===== src/hdl/sfs_pkg.sv =====
// Package for the substring find-and-split block: types, register codes, helpers.
`timescale 1ns / 1ps

package sfs_pkg;

	localparam int MAX_PATTERN_DEF = 16;
	localparam int CFG_IDX_W       = 8;
	localparam int CFG_DATA_W      = 64;
	localparam int LEN_W           = 5;

	localparam logic [CFG_IDX_W-1:0] REG_PAT_LOW  = 8'd0;
	localparam logic [CFG_IDX_W-1:0] REG_PAT_HIGH = 8'd1;
	localparam logic [CFG_IDX_W-1:0] REG_PAT_LEN  = 8'd2;
	localparam logic [CFG_IDX_W-1:0] REG_INC_EMPTY = 8'd3;

	localparam logic [31:0] COUNT_MAX = 32'hFFFF_FFFF;

	typedef struct packed {
		logic [7:0] text_byte;
		logic       final_byte;
	} in_item_t;

	typedef struct packed {
		logic        found;
		logic [31:0] first_index;
		logic [31:0] last_index;
		logic [31:0] piece_count;
		logic        too_long;
	} out_item_t;

	// Per-byte control handed from the cell row to the tracker
	typedef struct packed {
		logic             step;
		logic             last;
		logic             match;
		logic [LEN_W-1:0] len;
		logic             incl_empty;
	} trk_ctl_t;

	// Byte k of the pattern, byte 0 in the low bits of the low word
	function automatic logic [7:0] pattern_byte(input logic [63:0] lo,
						    input logic [63:0] hi,
						    input logic [3:0]  k);
		logic [63:0] word;
		word = k[3] ? hi : lo;
		return word[{k[2:0], 3'b000} +: 8];
	endfunction

endpackage


===== src/hdl/substring_find_and_split.sv =====
// Top level of the streaming substring find-and-split block.
`timescale 1ns / 1ps
// Usage:
//   Text enters on the in channel one byte per transfer (in_data.text_byte), with
//   in_data.final_byte set on the last byte of a text. A transfer happens at a
//   rising edge where in_valid is high and in_stall is low.
//   The pattern (1..16 bytes) and include_empty are written on the cfg channel
//   (index 0/1 pattern words, 2 length, 3 include_empty) while no text is open;
//   cfg_ready is always high.
//   One result per text leaves on the out channel: found, first and last match
//   start, split piece count and the too_long flag.
// Timing:
//   One byte per cycle sustained, but a final byte is held while a result waits
//   under out_stall. Every byte passes through the row of window cells, which
//   compare in parallel in the cycle the byte arrives; the position and piece
//   counters update at the same edge. The result is registered and shows in the
//   cycle after the final byte's transfer.
// Stall / reset:
//   The output register parts the two sides. While a result waits under
//   out_stall, ordinary bytes are still taken; only a final byte is held back.
//   Reset clears the window, all per-text state and restores the register
//   defaults (pattern zero, length 1, include_empty 0).

module substring_find_and_split import sfs_pkg::*; #(
	parameter int MAX_PATTERN = MAX_PATTERN_DEF
) (
	input  logic                  clk,
	input  logic                  arst_n,
	input  logic                  in_valid,
	output logic                  in_stall,
	input  in_item_t              in_data,
	output logic                  out_valid,
	input  logic                  out_stall,
	output out_item_t             out_data,
	input  logic                  cfg_valid,
	output logic                  cfg_ready,
	input  logic [CFG_IDX_W-1:0]  cfg_index,
	input  logic [CFG_DATA_W-1:0] cfg_data
);

	// Configuration registers
	logic [63:0]      pat_lo_q, pat_hi_q;
	logic [LEN_W-1:0] pat_len_q;
	logic             incl_q;

	assign cfg_ready = 1'b1;

	always_ff @(posedge clk or negedge arst_n) begin
		if (!arst_n) begin
			pat_lo_q  <= '0;
			pat_hi_q  <= '0;
			pat_len_q <= LEN_W'(1);
			incl_q    <= 1'b0;
		end else if (cfg_valid && cfg_ready) begin
			unique case (cfg_index)
				REG_PAT_LOW:   pat_lo_q  <= cfg_data;
				REG_PAT_HIGH:  pat_hi_q  <= cfg_data;
				REG_PAT_LEN:   pat_len_q <= cfg_data[LEN_W-1:0];
				REG_INC_EMPTY: incl_q    <= cfg_data[0];
				default: ;
			endcase
		end
	end

	// Lengths above the cell count are clamped
	logic [LEN_W-1:0] len_used;
	assign len_used = (pat_len_q > LEN_W'(MAX_PATTERN)) ? LEN_W'(MAX_PATTERN) : pat_len_q;

	logic accept;
	assign accept = in_valid && !in_stall;

	// Cell row: cell j holds the byte j+1 positions back and checks the byte j back against
	// pattern byte len-1-j; cells past the length are ignored.
	logic [7:0]             cell_byte [MAX_PATTERN];
	logic [MAX_PATTERN-1:0] cell_ok;

	for (genvar j = 0; j < MAX_PATTERN; j++) begin : g_cell
		logic [7:0]       byte_in;
		logic [LEN_W-1:0] pidx;
		logic             active;

		assign active = len_used > LEN_W'(j);
		assign pidx   = len_used - LEN_W'(j + 1);
		if (j == 0) begin : g_head
			assign byte_in = in_data.text_byte;
		end else begin : g_link
			assign byte_in = cell_byte[j-1];
		end

		sfs_cell u_cell (
			.clk         (clk),
			.arst_n      (arst_n),
			.shift       (accept),
			.byte_in     (byte_in),
			.expect_byte (pattern_byte(pat_lo_q, pat_hi_q, pidx[3:0])),
			.active      (active),
			.byte_out    (cell_byte[j]),
			.ok          (cell_ok[j])
		);
	end

	trk_ctl_t  ctl;
	out_item_t res;

	assign ctl.step       = accept;
	assign ctl.last       = in_data.final_byte;
	assign ctl.match      = &cell_ok;
	assign ctl.len        = len_used;
	assign ctl.incl_empty = incl_q;

	sfs_tracker u_tracker (
		.clk    (clk),
		.arst_n (arst_n),
		.ctl    (ctl),
		.res    (res)
	);

	// Output register; a final byte waits only if a result is stuck here
	logic      out_valid_q;
	out_item_t out_data_q;

	assign in_stall = out_valid_q && out_stall && in_data.final_byte;

	always_ff @(posedge clk or negedge arst_n) begin
		if (!arst_n) begin
			out_valid_q <= 1'b0;
		end else if (accept && in_data.final_byte) begin
			out_valid_q <= 1'b1;
		end else if (!out_stall) begin
			out_valid_q <= 1'b0;
		end
	end

	always_ff @(posedge clk) begin
		if (accept && in_data.final_byte) begin
			out_data_q <= res;
		end
	end

	assign out_valid = out_valid_q;
	assign out_data  = out_data_q;

	a_idx_zero: assert property (@(posedge clk) disable iff (!arst_n)
		out_valid && !out_data.found |-> out_data.first_index == '0 &&
			out_data.last_index == '0)
		else $error("index nonzero without a match");

	a_idx_order: assert property (@(posedge clk) disable iff (!arst_n)
		out_valid && out_data.found |-> out_data.first_index <= out_data.last_index)
		else $error("first match after last match");

	a_stall_src: assert property (@(posedge clk) disable iff (!arst_n)
		in_stall |-> out_valid && out_stall)
		else $error("input held without a pending result");

	a_load: assert property (@(posedge clk) disable iff (!arst_n)
		in_valid && !in_stall && in_data.final_byte |=> out_valid)
		else $error("final byte produced no result");

endmodule


===== src/hdl/sfs_cell.sv =====
// One window cell: holds a text byte, passes it on, compares the incoming byte.
`timescale 1ns / 1ps

module sfs_cell import sfs_pkg::*; (
	input  logic       clk,
	input  logic       arst_n,
	input  logic       shift,
	input  logic [7:0] byte_in,
	input  logic [7:0] expect_byte,
	input  logic       active,
	output logic [7:0] byte_out,
	output logic       ok
);

	logic [7:0] byte_q;

	always_ff @(posedge clk or negedge arst_n) begin
		if (!arst_n) begin
			byte_q <= '0;
		end else if (shift) begin
			byte_q <= byte_in;
		end
	end

	// Compare against the byte this cell holds once the shift completes
	assign ok       = !active || (byte_in == expect_byte);
	assign byte_out = byte_q;

endmodule


===== src/hdl/sfs_tracker.sv =====
// Match position, first/last index and split piece tracking for one text.
`timescale 1ns / 1ps

module sfs_tracker import sfs_pkg::*; (
	input  logic      clk,
	input  logic      arst_n,
	input  trk_ctl_t  ctl,
	output out_item_t res
);

	logic [31:0] pos_q;
	logic        ovf_q;
	logic        seen_q;
	logic [31:0] first_q;
	logic [31:0] last_q;
	logic [32:0] pb_q;
	logic [31:0] pc_q;

	logic [32:0] pos_inc;
	logic        hit, take, cnt_inc, tail;
	logic [31:0] start;
	logic [31:0] pos_n, first_n, last_n, pc_n, pc_out;
	logic        ovf_n, seen_n;
	logic [32:0] pb_n, taken_n;

	always_comb begin
		pos_inc = {1'b0, pos_q} + 33'd1;
		start   = pos_q + 32'd1 - {{(32-LEN_W){1'b0}}, ctl.len};
		hit     = !ovf_q && (ctl.len != '0) && ctl.match &&
			  (pos_inc >= {{(33-LEN_W){1'b0}}, ctl.len});
		take    = hit && ({1'b0, start} >= pb_q);
		cnt_inc = take && (({1'b0, start} > pb_q) || ctl.incl_empty);

		pc_n    = (cnt_inc && pc_q != COUNT_MAX) ? pc_q + 32'd1 : pc_q;
		pb_n    = take ? pos_inc : pb_q;
		seen_n  = seen_q || hit;
		first_n = (hit && !seen_q) ? start : first_q;
		last_n  = hit ? start : last_q;
		pos_n   = ovf_q ? pos_q : pos_inc[31:0];
		ovf_n   = ovf_q || pos_inc[32];

		// Bytes taken so far, 2^32 once saturated
		taken_n = ovf_n ? {1'b1, 32'd0} : {1'b0, pos_n};
		// Open piece after the last delimiter counts only if non-empty and the length is nonzero
		tail    = (ctl.len != '0) && (taken_n > pb_n);
		pc_out  = (tail && pc_n != COUNT_MAX) ? pc_n + 32'd1 : pc_n;

		res.found       = seen_n;
		res.first_index = seen_n ? first_n : '0;
		res.last_index  = seen_n ? last_n : '0;
		res.piece_count = pc_out;
		res.too_long    = ovf_n;
	end

	always_ff @(posedge clk or negedge arst_n) begin
		if (!arst_n) begin
			pos_q   <= '0;
			ovf_q   <= 1'b0;
			seen_q  <= 1'b0;
			first_q <= '0;
			last_q  <= '0;
			pb_q    <= '0;
			pc_q    <= '0;
		end else if (ctl.step) begin
			if (ctl.last) begin
				pos_q   <= '0;
				ovf_q   <= 1'b0;
				seen_q  <= 1'b0;
				first_q <= '0;
				last_q  <= '0;
				pb_q    <= '0;
				pc_q    <= '0;
			end else begin
				pos_q   <= pos_n;
				ovf_q   <= ovf_n;
				seen_q  <= seen_n;
				first_q <= first_n;
				last_q  <= last_n;
				pb_q    <= pb_n;
				pc_q    <= pc_n;
			end
		end
	end

endmodule

===== config.mk =====
export PLATFORM = sky130hd
export DESIGN_NAME = substring_find_and_split
export DESIGN_NICKNAME = d
export VERILOG_FILES = /design/src/hdl/sfs_pkg.sv /design/src/hdl/substring_find_and_split.sv /design/src/hdl/sfs_cell.sv /design/src/hdl/sfs_tracker.sv
export SDC_FILE = /design/constraint.sdc
export NUM_CORES = 2
export LEC_CHECK = 0
export BUFFER_PORTS_ARGS = -buffer_cell sky130_fd_sc_hd__buf_2
export CORE_MARGIN = 10
export CORE_UTILIZATION = 40
export CTS_CLUSTER_DIAMETER = 200
export DETAILED_ROUTE_END_ITERATION = 7
export PLACE_DENSITY = 0.58
export SYNTH_ARGS = -nofsm -noshare
export SYNTH_HDL_FRONTEND = slang
export SYNTH_SLANG_ARGS = --single-unit

===== constraint.sdc =====
create_clock -name clk -period 32.1 [get_ports clk]
set_input_delay 4.815 -clock clk [delete_from_list [all_inputs] [get_ports clk]]
set_output_delay 4.815 -clock clk [all_outputs]
set_load 0.05 [all_outputs]

After elaboration in Yosys (flattened, before gate mapping) --
Cells that the tools add are included.
Cells by class: $add $sub $neg 21, $lt $le $gt $ge 21, equality and inequality tests 22, shifts and indexed selects 16, mux-type cells 33, reductions and logical operators 58
Operator list (number):
- 64-bit 2-to-1 mux | 16
- 64-bit by 7-bit indexed part select with 8-bit output | 16
- 32-bit 2-to-1 mux | 9
- 8-bit == test | 16
- 33-bit 2-to-1 mux | 3
- 32-bit by 1-bit adder with 32-bit output, second input constant | 3
- 32-bit != test, second input constant | 2
- 5-bit by 4-bit > comparator with 1-bit output, second input constant | 8
- 32-bit by 1-bit adder with 33-bit output, second input constant | 1
- 32-bit by 33-bit >= comparator with 1-bit output | 1
- 33-bit by 5-bit >= comparator with 1-bit output | 1
- 32-bit by 33-bit > comparator with 1-bit output | 1
- 33-bit > comparator | 1
- 32-bit by 5-bit subtractor with 32-bit output | 1
- 4-bit subtractor, second input constant | 8
- 5-bit by 3-bit > comparator with 1-bit output, second input constant | 4
- 1-bit zero test | 19
- 1-bit logical OR | 19
- 8-bit by 2-bit == test with 1-bit output, second input constant | 2
- 16-bit AND reduction | 1
- 4-bit by 3-bit subtractor with 4-bit output, second input constant | 4
- 1-bit logical AND | 13
- 5-bit by 1-bit > comparator with 1-bit output, second input constant | 2
- 5-bit by 2-bit > comparator with 1-bit output, second input constant | 2
- other kinds (10) | 18
Word-level totals: register bits after elaboration 516, input port bits 86, output and inout port bits 101, logic and storage cells 203

Logic depth before layout (Yosys ltp) --
depth in word-level cells 17, gate-level depth with buffers 57, mapped depth without buffers 50

Hierarchy --
Synthesis repeated with hierarchy kept, for this count alone.
Unflattened totals: cells, all modules 4678, area total of the unflattened synthesis 45293.4 um^2
Modules (own cells, without submodules):
- substring_find_and_split | times used 1, cells an instance 2377, area each 23709.0 um^2, sequential area each 6322.3 um^2
- sfs_tracker | times used 1, cells an instance 1853, area each 14878.0 um^2, sequential area each 4078.9 um^2
- sfs_cell | times used 16, cells an instance 28, area each 419.2 um^2, sequential area each 200.2 um^2

Least setup slack after synthesis --
No wires, ideal clock.
path type reg-to-reg, from reg pat_len_q[4], to reg out_data_q, in the netlist out_data[19] (data pin), library setup time 0.274 ns, data arrival time 10.511 ns, required time 31.826 ns, setup slack 21.316 ns, cell stages (with the launch flop) 56, buffers on the path 8, path through dfrtp_1 buf_2 nand2b_1 buf_2 clkbuf_1 buf_2 buf_1 buf_1 ha_1 ha_1 fa_1 a21o_1 a21oi_1 o21bai_1 a21oi_1 o21bai_1 a21oi_1 o21ai_0 (+20 left out) o21a_1 o21a_1 o21a_1 o21a_1 o21ai_0 nand2b_1 a21oi_1 nor2b_1 o21ai_0 nand2_1 a221o_1 a221oi_1 nor2_1 nand2_1 a21o_1 buf_2 o41ai_1 xor2_1
RTL lines:
- start, declared | line substring_find_and_split.sv:43 | logic [LEN_W-1:0] pat_len_q;
- start signal, assigned | line substring_find_and_split.sv:58 | REG_PAT_LEN: pat_len_q <= cfg_data[LEN_W-1:0];
- end signal, assigned | line substring_find_and_split.sv:136 | out_data_q <= res;
- end, declared | line substring_find_and_split.sv:120 | out_item_t out_data_q;

==> flow_metrics.env <==
export IMPL_num_vias=42600
export IMPL_drc_errors=7
export IMPL_synth_edf_count=98
export IMPL_routed_wl_mm=196
export IMPL_cp_slowest_cell="dfstp_2"
export IMPL_ctsResizeCount=0
export IMPL_crit_arrival_ns=12.76
export IMPL_tritoncts_num_buffers=60
export IMPL_num_rows=120
export IMPL_cts_hold_fix_buffers=0
export IMPL_h_tree_depth=2
export IMPL_power_leakage_uw=0.0202
export IMPL_hold_class="reg -> reg"
export IMPL_grt_max_degree=148
export IMPL_place_gp_congestion=1.04
export IMPL_fin_area_um2=47300
export IMPL_cp_slowest_stage_delay_ns=0.52
export IMPL_fin_crit_ns=12.32
export IMPL_crit_fanout=64
export IMPL_r2r_start="pat_len_q[0]"
export IMPL_first_global_vias=40200
export IMPL_critical_path_startpoint="pat_len_q[0]"
export IMPL_postCtsSetupRepairBufs=0
export IMPL_yosys_warnings=0
export IMPL_tns_ns=0
export IMPL_via_per_inst=6.57
export IMPL_nNetsFinal=5274
export IMPL_path_clk_slew_ns=0.06
export IMPL_avgSynthCellArea_um2=8.41
export IMPL_ys_ff_latch=516
export IMPL_power_density_nw_per_um2=46.3
export IMPL_seq_area_frac_synth_pct=30.9
export IMPL_fin_crit_sh_pct=38.4
export IMPL_die_h_um=349
export IMPL_hold_slack_ns=0.498
export IMPL_outcome="complete, but fails checks"
export IMPL_max_cap_violations=0
export IMPL_syn_area_um2=43300
export IMPL_synthCells=5153
export IMPL_core_area_um2=107000
export IMPL_irDropWorstVdd_uv=50.1
export IMPL_die_area_um2=122000
export IMPL_io_buffer_count=185
export IMPL_cts_tree="yes"
export IMPL_slew_headroom_pct=14.3
export IMPL_grt_ovfl_total=0
export IMPL_clock_fmax_mhz=81.2
export IMPL_rsz0062_at_grt="false"
export IMPL_fillCellCount=10600
export IMPL_initial_core_util_pct=40.4
export IMPL_hpwl_mm=136
export IMPL_place_area_um2=45200
export IMPL_clock_latency_ns=0.75
export IMPL_antenna_found_initial=7
export IMPL_power_uw=2190
export IMPL_grt_use_total_pct=31.1
export IMPL_drive_above_1_share_pct=15.3
export IMPL_grt_pass1_wl_mm=285
export IMPL_synthesis_nets=5392
export IMPL_cts_root_buf="clkbuf_16"
export IMPL_ctsLongestPathBuffers=3
export IMPL_dieWidth_um=349
export IMPL_startpoint_type="flop"
export IMPL_hold_violations=0
export IMPL_first_pass_iters=8
export IMPL_async_flop_share_pct=81.0
export IMPL_io_pin_count=187
export IMPL_worstMarginPinSlew_ns=1.29
export IMPL_hp_start="g_cell[9].u_cell.byte_out[7]"
export IMPL_synthFlopType="dfrtp_1"
export IMPL_tritoncts_num_sinks=516
export IMPL_areaGrowthSynthToFinish_pct=9.27
export IMPL_violations="DRC"
export IMPL_setup_violations=0
export IMPL_fin_worst_skew_ns=0.0669
export IMPL_wire_per_inst_um=30.2
export IMPL_ant_nets=0
export IMPL_slew_violations=0
export IMPL_synth_cell_types=104
export IMPL_setup_worst_path_end_class="flop"
export IMPL_drtIter0Drc=5884
export IMPL_required_ns=32.54
export IMPL_critPathKind="reg -> reg"
cells in the final DEF, fill, tap and decap left out, types with 85 or more instances in the layout:
cell type and count:
buf_2 184, ha_1 151, o22ai_1 125, mux2i_1 204
o21ai_0 276, mux4_2 85, mux2_2 206, dfrtp_1 412
xnor2_1 179, xor2_1 112, nand3_1 121, nor2_1 287
nand2_1 930, edfxtp_1 98, nor3_1 117, buf_4 131
a21oi_1 252, a22o_1 89, inv_1 122
metal layers:
metal  part of all wire (%)  up-vias  routed length [um]  GRT usage (%)
li1                       -    18400                   -              -
met1                     38    20400               73600           38.2
met2                     42     2934               82300           46.1
met3                     13      859               24700           10.7
met4                    8.0        6               15700           19.8
met5                  0.017        -                  34              0
stage by stage:
stage	setup WS, ns	cells	util [%]
after floorplan	21.32	5153	-
after global placement	20.07	6376	42.1
after detailed placement	19.87	6376	42.1
after CTS	19.86	6488	44.1
after global routing	18.97	6488	44.1
final	19.78	6489	44.1
power by group:
part / leakage (uW) / switching (uW) / internal (uW)
Clock: 0.00104 / 316 / 446
Sequential: 0.00664 / 105 / 709
Combinational: 0.0125 / 405 / 208
Total: 0.0202 / 825 / 1360
logic make-up after synthesis:
kind of cell | Yosys count | share of synthesized area [%]
adders and majority gates | 153 | 4.44
DFF | 516 | 30.9
muxes | 501 | 14.7
xor gates and xnor gates | 298 | 6.03
buffers and inverters | 628 | 5.92
AOI/OAI and AO/OA | 1238 | 19.1
and+or+nand+nor | 1818 | 18.9
other | 1 | 0.00866
worst max-delay path, delay by kind of cell (launching register included):
family | cells | cell delay [ns]
and+or+nand+nor | 10 | 1.86
buffers and inverters | 4 | 1.12
muxes | 1 | 0.29
xor gates and xnor gates | 2 | 0.56
DFF | 1 | 0.52
AOI/OAI and AO/OA | 28 | 6.18
adders and majority gates | 5 | 1.43
registers in the layout (all words and copies together) (netlist names):
name                    cells
g_cell.u_cell.byte_out    120
incl_q                      1
out_data                   98
out_valid                   1
pat_hi_q                   64
pat_len_q                   5
pat_lo_q                   64
u_tracker.first_q          32
u_tracker.last_q           32
u_tracker.ovf_q             1
u_tracker.pb_q             33
u_tracker.pc_q             32
u_tracker.pos_q            32
u_tracker.seen_q            1
cells in the mapped netlist, types with 31 or more instances:
cell	number	area share, %
o221ai_1	35	0.71
a211oi_1	65	1.1
and2_1	39	0.56
ha_1	152	4.4
a31oi_1	33	0.48
edfxtp_1	98	6.8
o22ai_1	125	1.8
xnor2_1	185	3.7
a32oi_1	34	0.69
nor3_1	117	1.4
clkbuf_1	360	3.1
a21oi_1	253	2.9
and3_1	57	0.82
dfrtp_1	417	24
o31ai_1	31	0.54
inv_1	124	1.1
nand2_1	934	8.1
nor2_1	290	2.5
xor2_1	113	2.3
buf_2	91	1.1
nand4_1	47	0.68
a22o_1	89	1.8
nor4_1	46	0.66
o21a_1	34	0.59
mux2i_1	207	4.8
o21ai_0	277	3.2
mux4_2	85	4.4
nand3_1	121	1.4
mux2_2	206	5.4
final timing paths:
kind | end | cells past startpoint | slack [ns]
max | out_data[19] | 50 | 19.78
min | g_cell[10].u_cell.byte_out[7] | 2 | 0.50
max reg2reg | out_data[19] | 50 | 19.78
min reg2reg | g_cell[10].u_cell.byte_out[7] | 2 | 0.50
max in group asynchronous | u_tracker.pc_q[6] | 3 | 25.77
min in group asynchronous | g_cell[13].u_cell.byte_out[2] | 1 | 4.06
cell type report:
type | instances | area, um^2 | share of cell area, %
Tap cell | 1403 | 1760 | 3.71
Timing Repair Buffer | 318 | 1960 | 4.14
Clock buffer | 77 | 1620 | 3.41
Sequential cell | 516 | 13400 | 28.3
Antenna cell | 1 | 2.50 | 0.00529
Clock inverter | 35 | 548 | 1.16
Inverter | 130 | 493 | 1.04
Multi-Input combinational cell | 4009 | 27500 | 58.2
No activity file was read; power rests on OpenSTA's default activity.
